==> src/neuron_mac_activation_assert.svh <==
// Assertion macros for the neuron MAC and activation block.
// Expects i_clk and i_rst_n in the scope where a macro is used.
`ifndef NEURON_MAC_ACTIVATION_ASSERT_SVH
`define NEURON_MAC_ACTIVATION_ASSERT_SVH

// same-cycle implication, checked out of reset
`define NMA_ASSERT_NOW(label, ante, cons, msg) \
    label: assert property (@(posedge i_clk) disable iff (!i_rst_n) (ante) |-> (cons)) \
        else $error(msg);

// next-cycle implication, checked out of reset
`define NMA_ASSERT_NEXT(label, ante, cons, msg) \
    label: assert property (@(posedge i_clk) disable iff (!i_rst_n) (ante) |=> (cons)) \
        else $error(msg);

`endif

==> src/nma_pkg.sv <==
// Shared constants and types for the neuron MAC and activation block.
// No dependencies.
`default_nettype none

package nma_pkg;

    localparam int DATA_WIDTH_DEF = 16;
    localparam int FRAC_BITS_DEF  = 8;
    localparam int ACC_WIDTH_DEF  = 40;

    // leaky slope 655 / 2^16, about 0.01
    localparam int LEAKY_MULT  = 655;
    localparam int LEAKY_SHIFT = 16;

    localparam int KIND_WIDTH = 2;

    typedef enum logic [KIND_WIDTH-1:0] {
        ACT_RELU    = 2'd0,
        ACT_IDENT   = 2'd1,
        ACT_SIGMOID = 2'd2,
        ACT_LEAKY   = 2'd3
    } t_act_kind;

endpackage

`default_nettype wire

==> src/neuron_mac_activation.sv <==
// Neuron: multiply-accumulate of sample/weight requests, activation on the last one.
// Depends on nma_pkg and neuron_mac_activation_assert.svh.
//
//   channel   signals                                   direction
//   input     i_in_valid/o_in_ready, i_sample,          in
//             i_weight, i_last
//   output    o_out_valid/i_out_ready, o_activation     out
//   config    i_cfg_we, i_cfg_data                      in
//
// A request that is not last goes through latch, multiply and saturating accumulate.
// A last request is then activated (leaky ReLU scales a non-positive sum), the one
// shared multiplier being used again for the leaky slope; the result sits in an output
// register while the next request is accepted, and the final load waits only if
// that register is still full. Synchronous active-low reset clears the accumulator.
`default_nettype none

`include "neuron_mac_activation_assert.svh"

module neuron_mac_activation
    import nma_pkg::*;
#(
    parameter int DATA_WIDTH = DATA_WIDTH_DEF,
    parameter int FRAC_BITS  = FRAC_BITS_DEF,
    parameter int ACC_WIDTH  = ACC_WIDTH_DEF
) (
    input  wire                           i_clk,
    input  wire                           i_rst_n,
    input  wire                           i_in_valid,
    output logic                          o_in_ready,
    input  wire signed [DATA_WIDTH-1:0]   i_sample,
    input  wire signed [DATA_WIDTH-1:0]   i_weight,
    input  wire                           i_last,
    output logic                          o_out_valid,
    input  wire                           i_out_ready,
    output logic signed [DATA_WIDTH-1:0]  o_activation,
    input  wire                           i_cfg_we,
    input  wire        [KIND_WIDTH-1:0]   i_cfg_data
);

    localparam int XW   = ACC_WIDTH - FRAC_BITS;
    localparam int MA   = DATA_WIDTH + 7;
    localparam int MB   = (DATA_WIDTH > 11) ? DATA_WIDTH : 11;
    localparam int PW   = MA + MB;
    localparam int PRW  = 2 * DATA_WIDTH;
    localparam int T1   = (XW > MA) ? XW : MA;
    localparam int T2   = (T1 > FRAC_BITS + 4) ? T1 : FRAC_BITS + 4;
    localparam int CW   = T2 + 2;
    localparam int SUMW = ((ACC_WIDTH > PRW) ? ACC_WIDTH : PRW) + 1;

    localparam int ONE  = 1 << FRAC_BITS;
    localparam int TH5  = 5 * ONE;
    localparam int TH2  = (19 * ONE + 7) / 8;
    localparam int OFF1 = (27 * ONE) >> 5;
    localparam int OFF2 = (5 * ONE) >> 3;
    localparam int OFF3 = ONE >> 1;

    localparam logic signed [CW-1:0] C_ONE  = CW'(ONE);
    localparam logic signed [CW-1:0] C_TH5  = CW'(TH5);
    localparam logic signed [CW-1:0] C_TH2  = CW'(TH2);
    localparam logic signed [CW-1:0] C_OFF1 = CW'(OFF1);
    localparam logic signed [CW-1:0] C_OFF2 = CW'(OFF2);
    localparam logic signed [CW-1:0] C_OFF3 = CW'(OFF3);

    localparam logic signed [CW-1:0] DMAX_C =
        {{(CW-DATA_WIDTH+1){1'b0}}, {(DATA_WIDTH-1){1'b1}}};
    localparam logic signed [CW-1:0] DMIN_C =
        {{(CW-DATA_WIDTH+1){1'b1}}, {(DATA_WIDTH-1){1'b0}}};
    localparam logic signed [CW-1:0] LMIN_C =
        {{(CW-DATA_WIDTH-6){1'b1}}, {(DATA_WIDTH+6){1'b0}}};
    localparam logic signed [PW-1:0] DMAX_P =
        {{(PW-DATA_WIDTH+1){1'b0}}, {(DATA_WIDTH-1){1'b1}}};
    localparam logic signed [PW-1:0] DMIN_P =
        {{(PW-DATA_WIDTH+1){1'b1}}, {(DATA_WIDTH-1){1'b0}}};
    localparam logic signed [SUMW-1:0] AMAX_S =
        {{(SUMW-ACC_WIDTH+1){1'b0}}, {(ACC_WIDTH-1){1'b1}}};
    localparam logic signed [SUMW-1:0] AMIN_S =
        {{(SUMW-ACC_WIDTH+1){1'b1}}, {(ACC_WIDTH-1){1'b0}}};

    typedef enum logic [5:0] {
        S_IDLE = 6'b000001,
        S_MUL  = 6'b000010,
        S_ACC  = 6'b000100,
        S_ACT  = 6'b001000,
        S_LMUL = 6'b010000,
        S_LSH  = 6'b100000
    } t_state;

    localparam t_state S_DONE_UNUSED = S_IDLE;

    t_state                        r_state, n_state;
    t_act_kind                     r_kind, n_kind;
    logic signed [ACC_WIDTH-1:0]   r_acc, n_acc;
    logic                          r_out_valid, n_out_valid;
    logic                          r_res_valid, n_res_valid;

    logic signed [MA-1:0]          r_a;
    logic signed [MB-1:0]          r_b;
    logic                          r_last;
    logic signed [PW-1:0]          r_prod;
    logic signed [DATA_WIDTH-1:0]  r_res;
    logic signed [DATA_WIDTH-1:0]  r_out;

    logic                          in_acc;
    logic                          out_load;
    logic signed [PW-1:0]          mul_p;
    logic signed [SUMW-1:0]        sum;
    logic signed [ACC_WIDTH-1:0]   acc_sat;
    logic signed [ACC_WIDTH-1:0]   acc_shr;
    logic signed [CW-1:0]          x_c;
    logic signed [CW-1:0]          a_abs;
    logic signed [CW-1:0]          sig_y;
    logic signed [CW-1:0]          sig_v;
    logic signed [CW-1:0]          act_val;
    logic signed [CW-1:0]          lk_op;
    logic signed [DATA_WIDTH-1:0]  sat_c;
    logic signed [PW-1:0]          lk_sh;
    logic signed [DATA_WIDTH-1:0]  sat_p;
    logic                          leaky_neg;

    // shared multiplier: sample*weight, then clamped sum*slope
    assign mul_p = r_a * r_b;

    assign sum = SUMW'(r_acc) + SUMW'($signed(r_prod[PRW-1:0]));
    always_comb begin
        if (sum > AMAX_S) begin
            acc_sat = AMAX_S[ACC_WIDTH-1:0];
        end else if (sum < AMIN_S) begin
            acc_sat = AMIN_S[ACC_WIDTH-1:0];
        end else begin
            acc_sat = sum[ACC_WIDTH-1:0];
        end
    end

    assign acc_shr = r_acc >>> FRAC_BITS;
    assign x_c     = CW'($signed(acc_shr[XW-1:0]));
    assign a_abs   = x_c[CW-1] ? -x_c : x_c;

    // piecewise-linear sigmoid
    always_comb begin
        if (a_abs >= C_TH5) begin
            sig_y = C_ONE;
        end else if (a_abs >= C_TH2) begin
            sig_y = (a_abs >>> 5) + C_OFF1;
        end else if (a_abs >= C_ONE) begin
            sig_y = (a_abs >>> 3) + C_OFF2;
        end else begin
            sig_y = (a_abs >>> 2) + C_OFF3;
        end
        sig_v = x_c[CW-1] ? (C_ONE - sig_y) : sig_y;
    end

    always_comb begin
        case (r_kind)
            ACT_RELU:    act_val = (x_c > 0) ? x_c : '0;
            ACT_IDENT:   act_val = x_c;
            ACT_SIGMOID: act_val = sig_v;
            ACT_LEAKY:   act_val = x_c;
            default:     act_val = x_c;
        endcase
    end

    assign leaky_neg = (r_kind == ACT_LEAKY) && !(x_c > 0);
    assign lk_op     = (x_c < LMIN_C) ? LMIN_C : x_c;

    always_comb begin
        if (act_val > DMAX_C) begin
            sat_c = DMAX_C[DATA_WIDTH-1:0];
        end else if (act_val < DMIN_C) begin
            sat_c = DMIN_C[DATA_WIDTH-1:0];
        end else begin
            sat_c = act_val[DATA_WIDTH-1:0];
        end
    end

    assign lk_sh = r_prod >>> LEAKY_SHIFT;
    always_comb begin
        if (lk_sh > DMAX_P) begin
            sat_p = DMAX_P[DATA_WIDTH-1:0];
        end else if (lk_sh < DMIN_P) begin
            sat_p = DMIN_P[DATA_WIDTH-1:0];
        end else begin
            sat_p = lk_sh[DATA_WIDTH-1:0];
        end
    end

    assign o_in_ready = (r_state == S_IDLE) && !r_res_valid;
    assign in_acc     = i_in_valid && o_in_ready;
    // pending result moves to the output register when it is free
    assign out_load   = r_res_valid && (!r_out_valid || i_out_ready);

    always_comb begin
        n_state     = r_state;
        n_acc       = r_acc;
        n_res_valid = r_res_valid;
        n_kind      = i_cfg_we ? t_act_kind'(i_cfg_data) : r_kind;
        case (r_state)
            S_IDLE: begin
                if (in_acc) begin
                    n_state = S_MUL;
                end
            end
            S_MUL: begin
                n_state = S_ACC;
            end
            S_ACC: begin
                n_acc   = acc_sat;
                n_state = r_last ? S_ACT : S_IDLE;
            end
            S_ACT: begin
                n_acc = '0;
                if (leaky_neg) begin
                    n_state = S_LMUL;
                end else begin
                    n_state     = S_IDLE;
                    n_res_valid = 1'b1;
                end
            end
            S_LMUL: begin
                n_state = S_LSH;
            end
            S_LSH: begin
                n_state     = S_IDLE;
                n_res_valid = 1'b1;
            end
            default: begin
                n_state = S_DONE_UNUSED;
            end
        endcase
        if (out_load) begin
            n_res_valid = 1'b0;
        end
        if (out_load) begin
            n_out_valid = 1'b1;
        end else if (r_out_valid && i_out_ready) begin
            n_out_valid = 1'b0;
        end else begin
            n_out_valid = r_out_valid;
        end
    end

    always_ff @(posedge i_clk) begin
        if (!i_rst_n) begin
            r_state     <= S_IDLE;
            r_kind      <= ACT_RELU;
            r_acc       <= '0;
            r_out_valid <= 1'b0;
            r_res_valid <= 1'b0;
        end else begin
            r_state     <= n_state;
            r_kind      <= n_kind;
            r_acc       <= n_acc;
            r_out_valid <= n_out_valid;
            r_res_valid <= n_res_valid;
        end
    end

    always_ff @(posedge i_clk) begin
        if (in_acc) begin
            r_a    <= MA'(i_sample);
            r_b    <= MB'(i_weight);
            r_last <= i_last;
        end else if (r_state == S_ACT && leaky_neg) begin
            r_a <= lk_op[MA-1:0];
            r_b <= MB'(LEAKY_MULT);
        end
        if (r_state == S_MUL || r_state == S_LMUL) begin
            r_prod <= mul_p;
        end
        if (r_state == S_ACT && !leaky_neg) begin
            r_res <= sat_c;
        end else if (r_state == S_LSH) begin
            r_res <= sat_p;
        end
        if (out_load) begin
            r_out <= r_res;
        end
    end

    assign o_out_valid  = r_out_valid;
    assign o_activation = r_out;

    `NMA_ASSERT_NEXT(a_accept_to_mul, in_acc, r_state == S_MUL, "accepted request did not start multiply")
    `NMA_ASSERT_NEXT(a_acc_cleared, r_state == S_ACT, r_acc == '0, "accumulator not cleared after result")
    `NMA_ASSERT_NOW(a_leaky_operand, r_state == S_LMUL, r_a[MA-1] || (r_a == '0), "leaky operand positive")
    `NMA_ASSERT_NEXT(a_pending_lands, r_res_valid && !r_out_valid, r_out_valid, "pending result not moved out")

endmodule

`default_nettype wire
==> config.mk <==
export PLATFORM = sky130hd
export DESIGN_NAME = neuron_mac_activation
export DESIGN_NICKNAME = d
export VERILOG_FILES = /design/src/nma_pkg.sv /design/src/neuron_mac_activation.sv
export VERILOG_INCLUDE_DIRS = /design/src /design/src/src
export SDC_FILE = /design/constraint.sdc
export NUM_CORES = 1
export LEC_CHECK = 0
export BUFFER_PORTS_ARGS = -buffer_cell sky130_fd_sc_hd__buf_4
export CAP_MARGIN = 10
export CORE_MARGIN = 5
export CORE_UTILIZATION = 45
export CTS_BUF_LIST = sky130_fd_sc_hd__clkbuf_16
export DETAILED_ROUTE_END_ITERATION = 8
export PLACE_DENSITY_LB_ADDON = 0.1
export SLEW_MARGIN = 15
export SYNTH_ARGS = -nofsm -noshare
export SYNTH_HDL_FRONTEND = slang
export SYNTH_SLANG_ARGS = --single-unit
==> constraint.sdc <==
create_clock -name i_clk -period 6.7 [get_ports i_clk]
set_input_delay 0.67 -clock i_clk [delete_from_list [all_inputs] [get_ports i_clk]]
set_output_delay 0.67 -clock i_clk [all_outputs]
set_load 0.005 [all_outputs]
==> out/summary.txt <==
Vias per cell: 5.48
Worst EP arrival: 6900 ps
Most frequent cells after synthesis: 393 x inv_1, 361 x fa_1, 289 x nand2_1, 145 x ha_1, 134 x and2_1
PnR worst setup slack: 26.8 ps
Hold_ws: 384 ps
DR iter-0 viols: 1207
Starting Density: 45.2%
Synth Flop Type: edfxtp_1
Residual DRC: 0
Worst Setup Path Type: reg -> reg
Max-slew violations: 0
Inserted Diodes: 0
Fin. Hold Viols: 0
1st-pass router iterations: 5
Initial antenna violation count: 1
Fin crit share: 99.6%
Final wirelength: 66.4 mm
Detail Placement HPWL: 53.5 mm
Worst Max-Slew Pin Slew: 1160 ps
Avg WL per Cell: 19.8 um
Cell taking the most area after synthesis: fa_1
Mean area per synthesized cell: 9.36 um^2
# hold bufs at CTS: 0
Global-route wire length before repair: 106 mm
Critical-path maximum fanout: 8
Clock Skews: 15.1 ps
R2R depth: 26
Layout net count: 3198
Die width: 237 um
CTS Buf Count: 17
Synthesized instance count: 2466
Worst R2R End: r_prod[37]
Vias in the first global route: 19100
CTS max path bufs: 2
Distinct cells, synth: 86
Cell with the most instances after synthesis: inv_1
GRT Total Usage: 24.0%
Core area: 0.0511 mm^2
CP required: 6930 ps
Clock Sinks: 161
Outcome: completed
Post-synth EDFFs: 111
Post-layout min period: 6670 ps
Post-synthesis sequential area ratio: 18.8%
Max-cap violations: 0
R2r setup slk: 30 ps
Fmax: 150 MHz
Synth Register Bits: 161
I/O pins: 58
Synth area leaders: fa_1 31%, edfxtp_1 14%, ha_1 7.9%
Row cnt: 83
Post-synthesis net count: 3012
Post-synth top area share: 31.3%
Clk Latency, worst-skew pair: 480 ps
Via count: 18300
Die Area: 0.0559 mm^2
Gr ovfl total: 0
WHS Endpoint: r_last
Worst hold path class: in -> reg
H-tree levels: 4
Clock Pin Slew Worst Setup and Hold Paths: 70 ps
Pin count of the biggest net entering global routing: 46
Yosys Warn Count: 0
RePlAce Congestion: 0.923
CTS tree: done
Synth async-reset ratio: 0%
Slew HR: 22.9%
Hold Path Origin: i_last
RSZ-0062 raised after global routing: yes
I/O Buffers: 57
Cell count of the worst hold path: 1
Clock tree root driver cell: clkbuf_16
Area Growth Syn to Fin: 16.5%
Endpoint class of the critical path: flop
Pre-CTS setup slack: -493 ps
Die Y: 237 um
Setup Viol. Count Final: 0
Antenna viol nets, final: 0
Mapped Area: 0.0231 mm^2
Layout cells sized above 1: 16.8%
Reg2reg start: r_b[7]
Worst Setup Start Kind: flop
-- sequential cells by signal, summed over array words and instances (netlist names), 2 cells and up --
register      flops
r_acc            40
r_prod           39
r_a              23
o_activation     16
r_b              16
r_res            16
r_state           6
r_kind            2
-- layout by cell type (no fill, tap or decap), types with 42 or more instances in the layout --
master    instances
nor2_1          108
o21ai_0          49
a21oi_1          84
fa_1            349
nand2b_1         42
ha_1            132
dfxtp_1          50
and2_1          134
edfxtp_1        111
buf_4           242
nand2_1         276
xnor2_1          75
a21o_1           43
inv_1           377
-- final cells by class --
| class | count | area [um^2] |
|---|---|---|
| Clock buffer | 17 | 425 |
| Inverter | 394 | 1480 |
| Clock inverter | 15 | 139 |
| Fill cell | 4767 | 24200 |
| Sequential cell | 161 | 4330 |
| Multi-Input combinational cell | 1794 | 17200 |
| Tap cell | 680 | 851 |
| Timing Repair Buffer | 284 | 2430 |
-- worst max path at each step --
stage	cells past startpoint	start	endpoint
floorplan	26	r_b[5]	r_prod[38]
global placement	26	r_a[5]	r_prod[38]
detailed placement	26	r_a[5]	r_prod[38]
CTS	27	r_b[6]	r_prod[38]
global route	26	r_b[3]	r_prod[38]
finish	26	r_b[7]	r_prod[37]
-- routing by layer --
layer  vias to the layer above  track usage (%)  part of all wire (%)
li1                       8488                -                     -
met4                         2             6.49                   2.3
met5                         -                0                 0.020
met1                      9304             32.3                    43
met2                       473             40.9                    50
met3                        78             3.65                   4.9
-- worst max-delay path, cell delays in order, from the launching register on --
cell and delay [ps]:
edfxtp_1 490, buf_6 170, buf_12 130, nand2_4 60, fa_1 430, fa_1 570, inv_2 50, fa_1 500
fa_1 560, inv_2 40, fa_1 510, inv_2 40, fa_1 590, ha_4 230, a21oi_4 140, o21ai_2 70
a21oi_2 160, nor2_1 70, o21ai_1 150, o21ai_2 90, o41a_1 350, a221o_1 350, a41oi_2 210, a211o_1 170
o21bai_1 80, a21oi_2 150, xnor2_1 70
-- logic make-up after synthesis --
family / after synthesis / synth area share, %
compound gates: 407 / 12.6
xor+xnor: 104 / 3.95
fa+ha+maj: 506 / 39.2
buf+inv: 511 / 8.45
flops: 161 / 18.8
mux: 10 / 0.434
simple gates: 767 / 16.7
-- metrics by stage --
stage               instance area, um^2  std cells  util (%)  setup TNS, ps
floorplan                         23100       2466         -              0
global placement                  25300       3253      49.5          -1250
detailed placement                25300       3253      49.5          -1660
CTS                               26700       3334      52.2          -90.1
global route                      26900       3345      52.6           -582
finish                            26900       3345      52.6              0
-- repair_timing --
item | in CTS | in global routing
pin swaps | 97 | 30
gates resized for setup | 100 | 39
setup endpoints to repair | 7 | 7
setup buffers | 50 | 14
gates cloned | 1 | 0
Power is not shown: default switching activity piles up to over one toggle a cycle in this logic, so the estimate is an artifact.
